--- src/hw/rtl/pfss_pkg.sv ---
// Shared types and constants for the polyline fixed-step subdivider.
`timescale 1ns / 1ps
package pfss_pkg;

  localparam int MAX_STEPS = 32;
  localparam int KW        = $clog2(MAX_STEPS + 2);
  localparam int SW        = 31;
  localparam int TW        = SW + KW;
  localparam int DW        = 33;
  localparam int LW        = 34;
  localparam int PW        = DW + TW;
  localparam int SQW       = 2 * DW;
  localparam int RADW      = SQW;
  localparam int SREMW     = LW + 3;
  localparam int ITERS     = 33;
  localparam int IW        = 6;

  localparam logic [1:0] KIND_START = 2'd0;
  localparam logic [1:0] KIND_POINT = 2'd1;
  localparam logic [1:0] KIND_FINAL = 2'd2;

  typedef struct packed {
    logic signed [31:0] vertex_x;
    logic signed [31:0] vertex_y;
    logic               last_vertex;
  } in_req_t;

  typedef struct packed {
    logic signed [31:0] out_x;
    logic signed [31:0] out_y;
    logic [1:0]         point_kind;
    logic               truncated;
    logic               last_of_run;
  } out_res_t;

  typedef struct packed {
    logic       load;
    logic       mul;
    logic       sqrt_init;
    logic       sqrt_step;
    logic       div_init;
    logic       div_step;
    logic       emit;
    logic [1:0] kind;
    logic       adv;
    logic       finish;
  } dp_cmd_t;

  typedef struct packed {
    logic have_prev;
    logic last;
    logic more;
    logic more_next;
  } dp_sts_t;

endpackage

--- src/hw/rtl/pfss_ctrl.sv ---
// Controller state machine that sequences the subdivision datapath.
`timescale 1ns / 1ps
module pfss_ctrl (
  input  logic              clk_i,
  input  logic              rst_ni,
  input  logic              in_valid_i,
  output logic              in_ready_o,
  output logic              out_valid_o,
  input  logic              out_ready_i,
  output pfss_pkg::dp_cmd_t cmd_o,
  input  pfss_pkg::dp_sts_t sts_i
);
  import pfss_pkg::*;

  localparam logic [3:0] S_IDLE  = 4'd0;
  localparam logic [3:0] S_MUL   = 4'd1;
  localparam logic [3:0] S_SQI   = 4'd2;
  localparam logic [3:0] S_SQRT  = 4'd3;
  localparam logic [3:0] S_START = 4'd4;
  localparam logic [3:0] S_DIVI  = 4'd5;
  localparam logic [3:0] S_DIV   = 4'd6;
  localparam logic [3:0] S_PT    = 4'd7;
  localparam logic [3:0] S_FIN   = 4'd8;

  logic [3:0]    state_q, state_d;
  logic [IW-1:0] cnt_q, cnt_d;
  logic          out_valid_q, out_valid_d;
  logic          slot_free;

  assign slot_free = !out_valid_q || out_ready_i;

  always_comb begin
    state_d    = state_q;
    cnt_d      = cnt_q;
    cmd_o      = '0;
    in_ready_o = 1'b0;
    case (state_q)
      S_IDLE: begin
        in_ready_o = 1'b1;
        if (in_valid_i) begin
          cmd_o.load = 1'b1;
          state_d    = sts_i.have_prev ? S_MUL : S_FIN;
        end
      end
      S_MUL: begin
        cmd_o.mul = 1'b1;
        state_d   = S_SQI;
      end
      S_SQI: begin
        cmd_o.sqrt_init = 1'b1;
        cnt_d           = '0;
        state_d         = S_SQRT;
      end
      S_SQRT: begin
        cmd_o.sqrt_step = 1'b1;
        cnt_d           = cnt_q + 1'b1;
        if (cnt_q == IW'(ITERS - 1)) state_d = S_START;
      end
      S_START: begin
        if (slot_free) begin
          cmd_o.emit = 1'b1;
          cmd_o.kind = KIND_START;
          state_d    = sts_i.more ? S_DIVI : S_FIN;
        end
      end
      S_DIVI: begin
        cmd_o.div_init = 1'b1;
        cnt_d          = '0;
        state_d        = S_DIV;
      end
      S_DIV: begin
        cmd_o.div_step = 1'b1;
        cnt_d          = cnt_q + 1'b1;
        if (cnt_q == IW'(ITERS - 1)) state_d = S_PT;
      end
      S_PT: begin
        if (slot_free) begin
          cmd_o.emit = 1'b1;
          cmd_o.kind = KIND_POINT;
          cmd_o.adv  = 1'b1;
          state_d    = sts_i.more_next ? S_DIVI : S_FIN;
        end
      end
      S_FIN: begin
        if (!sts_i.last) begin
          cmd_o.finish = 1'b1;
          state_d      = S_IDLE;
        end else if (slot_free) begin
          cmd_o.emit   = 1'b1;
          cmd_o.kind   = KIND_FINAL;
          cmd_o.finish = 1'b1;
          state_d      = S_IDLE;
        end
      end
      default: state_d = S_IDLE;
    endcase
  end

  always_comb begin
    out_valid_d = out_valid_q;
    if (cmd_o.emit) out_valid_d = 1'b1;
    else if (out_ready_i) out_valid_d = 1'b0;
  end

  assign out_valid_o = out_valid_q;

  always_ff @(posedge clk_i or negedge rst_ni) begin
    if (!rst_ni) begin
      state_q     <= S_IDLE;
      cnt_q       <= '0;
      out_valid_q <= 1'b0;
    end else begin
      state_q     <= state_d;
      cnt_q       <= cnt_d;
      out_valid_q <= out_valid_d;
    end
  end

endmodule

--- config.mk ---
export PLATFORM = sky130hd
export DESIGN_NAME = pfss_ctrl
export DESIGN_NICKNAME = d
export VERILOG_FILES = /design/src/hw/rtl/pfss_pkg.sv /design/src/hw/rtl/pfss_ctrl.sv
export SDC_FILE = /design/constraint.sdc
export NUM_CORES = 1
export LEC_CHECK = 0
export BUFFER_PORTS_ARGS = -buffer_cell sky130_fd_sc_hd__buf_2
export CAP_MARGIN = 20
export CORE_MARGIN = 5
export CORE_UTILIZATION = 50
export DETAILED_ROUTE_END_ITERATION = 8
export PLACE_DENSITY_LB_ADDON = 0.25
export SYNTH_ARGS = -nofsm -noshare
export SYNTH_HDL_FRONTEND = slang
export SYNTH_SLANG_ARGS = --single-unit
--- constraint.sdc ---
create_clock -name clk_i -period 1.9 [get_ports clk_i]
set_input_delay 0.285 -clock clk_i [delete_from_list [all_inputs] [get_ports clk_i]]
set_output_delay 0.285 -clock clk_i [all_outputs]
set_load 0.005 [all_outputs]
==> impl_metrics.yaml <==
die:
  initial_core_util_pct: 53.4
  io_pins: 21
  core_region_area_sq_um: 1540
  dieArea_sq_um: 2560
  die_width_um: 50.6
  die_y_um: 50.6
  rows: 14
setup_path:
  crit_type: "register to output pin"
  reg2reg_to: "state_q[0]$_DFFE_PN0P_"
  r2r_slack_ns: 0.10
  critPathTopFamily: "flip-flops"
  cp_max_fo: 10
  worst_ep_required_time_ns: 1.62
  crit_slowest_cell: "dfrtp_2"
  crit_path_end_kind: "output pin"
  r2r-start: "cnt_q[0]$_DFFE_PN0P_"
  cpPeakStageDelay_ns: 0.50
  cp_cell_sequence: "nor4b_4 -> buf_4 -> a21boi_1 -> buf_2"
  r2r_cells: 6
  start_kind: "register"
  cp.buffers_inverters: 2
  worstPathArrival_ns: 1.58
power:
  ir_drop_mv: 0.789
  total_power_uw: 1210
  p_per_area_nw_per_um2: 1180
  cellLeakagePower_uw: 0.000481
final_layout:
  nets: 136
  drive_above_1_share_pct: 31.2
  most-common-layout-cells: "buf_2, nor2_1, buf_4"
  syn_to_final_growth_pct: 24.2
  fillCellCount: 125
  layout_commonest_cell: "buf_2"
  num_antenna_cells: 0
yosys:
  synthesis.nets: 109
  async_flop_share_pct: 100
  synth_area_per_cell_sq_um: 8.32
  synthTopCellsByArea: "dfrtp_1, nor2_1, nand2b_1"
  synth_cells: 99
  synth_area_sq_um: 823
  ys.flop_type: "dfrtp_1"
  yosys.area.top_type: "dfrtp_1"
  synth.yosys.seq_area_share_pct: 33.4
  synth_seq_cells: 11
  synth.distinct_cells: 39
  synth_edf_count: 0
  synth_top_cell_area_share_pct: 33.4
  ys_warn_count: 0
clock_network:
  path_clk_slew_ns: 0.07
  numCtsBuffers: 3
  clk_latency_ns: 0.27
  clock-sinks: 11
  cts_root_buf: "clkbuf_4"
  cts_buffer_depth: 2
  h-tree-depth: 1
  tritoncts: "done"
sta:
  finalClockSkew_ns: 0.00428
  drv_slew: 0
  worst_pin_slew_ns: 0.476
  fin_ws_ns: 0.0307
  setup_viol: 0
  hold_viol_final: 0
  rsz0062_at_grt: "yes"
  fin_crit_sh_pct: 98.4
  timing.fmax_mhz: 535
  maxSlewHeadroom_pct: 67.5
  post-route-min-period_ns: 1.87
min_path:
  whs_path_depth: 4
  hold_end: "state_q[0]$_DFFE_PN0P_"
  hp-start: "sts_i[3]"
  hp-class: "input pin to register"
placed_design:
  port_buffers: 20
  dp_hpwl_mm: 1.54
  gp_congestion: 0.803
  detailedPlace.worstSlack_ns: 0.0626
detailed_routing:
  vias: 816
  top_layer: "met4"
  wl_met2_um: 994
  drtAntennaViolNets: 0
  wl_met3_um: 128
  wl_per_cell_um: 14.5
  wl_met1_um: 911
  drt_iter0_markers: 16
  post-route-drc-count: 0
  routed_wl_mm: 2.04
  via_per_inst: 5.79
  drtPass1Iterations: 4
global_route:
  gr-total-overflow: 0
  antenna_found_initial: 0
  grt_pass1_wl_mm: 3.52
  grt_usage_pct: 17.1
  grt_max_degree: 14
  grt_pass1_vias: 817
run_status:
  run_status: "complete, no violations"
flow_run:
  cap_violations: 0
==> registers in the layout, indices dropped and copies added (netlist names) <==
| name | cells |
|---|---|
| cnt_q | 6 |
| state_q | 4 |
| out_valid_o | 1 |
==> per-layer routing <==
layer / vias to the layer above / track usage (%)
li1: 407 / -
met1: 381 / 23.2
met2: 26 / 27.5
met3: 2 / 5.03
met4: 0 / 2.55
met5: - / 0
==> tightest hold or removal path, cell delays in order <==
cell      delay, ns
buf_2          0.08
o21ai_0        0.07
nand2b_1       0.08
mux2_1         0.12
==> how the worst max path moves through the flow <==
stage / to / from / cells after the start / slack [ns]
after floorplan: state_q[0]$_DFFE_PN0P_ / state_q[0]$_DFFE_PN0P_ / 5 / 0.19
after global placement: state_q[0]$_DFFE_PN0P_ / state_q[2]$_DFFE_PN0P_ / 5 / 0.16
after detailed placement: cmd_o[0] / state_q[0]$_DFFE_PN0P_ / 4 / 0.06
after CTS: cmd_o[4] / state_q[3]$_DFFE_PN0P_ / 6 / 0.03
after global routing: cmd_o[4] / state_q[2]$_DFFE_PN0P_ / 6 / -0.01
final: cmd_o[0] / state_q[2]$_DFFE_PN0P_ / 4 / 0.03
==> per-stage QoR <==
stage	cell area (sq um)	setup TNS (ns)	util (%)	cells	hold slack, ns
after floorplan	823	0	-	99	-0.0106
after global placement	951	0	61.7	134	0.168
after detailed placement	951	0	61.7	134	0.174
after CTS	1000	0	65.2	139	0.387
after global routing	1020	-0.0192	66.3	141	0.421
final	1020	0	66.3	141	0.394
==> power by group <==
| part | leakage [uW] | internal [uW] | switching, uW |
|---|---|---|---|
| Clock | 0.0000150 | 81.4 | 82.5 |
| Combinational | 0.000324 | 299 | 329 |
| Sequential | 0.000142 | 299 | 116 |
==> cells in the mapped netlist, types with 2 or more instances <==
library cell	count
dfrtp_1	11
nand3_1	3
nand3b_1	2
inv_1	6
o2111ai_1	3
o31ai_1	2
xnor2_1	3
clkbuf_1	3
nor3_1	6
a21oi_1	4
ha_1	2
a211oi_1	2
o21ai_0	3
nor2_1	11
nand2b_1	5
nand2_1	8
buf_2	3
==> repair_timing <==
| item | in CTS | in global routing |
|---|---|---|
| setup buffers | 0 | 2 |
| setup endpoints to repair | 2 | 8 |
| hold buffers | 1 | 0 |
| resized for setup | 5 | 2 |
| cloned | 0 | 0 |
| hold endpoints to repair | 11 | 0 |
| pin swaps | 1 | 0 |
==> area by class of cell <==
class,instances,area (sq um),area share [%]
clock buffers,4,26.3,2.57
inverters,6,22.5,2.20
multi-input cells,74,495,48.5
flip-flops and latches,11,280,27.4
well taps,16,20.0,1.96
repair buffers,30,178,17.4
==> cell families after synthesis <==
| family | after synthesis | synth area share (%) |
|---|---|---|
| AND/OR/NAND/NOR | 43 | 27.4 |
| AO/OA/AOI/OAI | 23 | 21.1 |
| XOR/XNOR | 4 | 4.26 |
| adder cells (fa/ha/maj) | 2 | 3.04 |
| flip-flops | 11 | 33.4 |
| buffers and inverters | 14 | 8.21 |
| multiplexers | 2 | 2.58 |
Power figures use the tool's default switching activity.
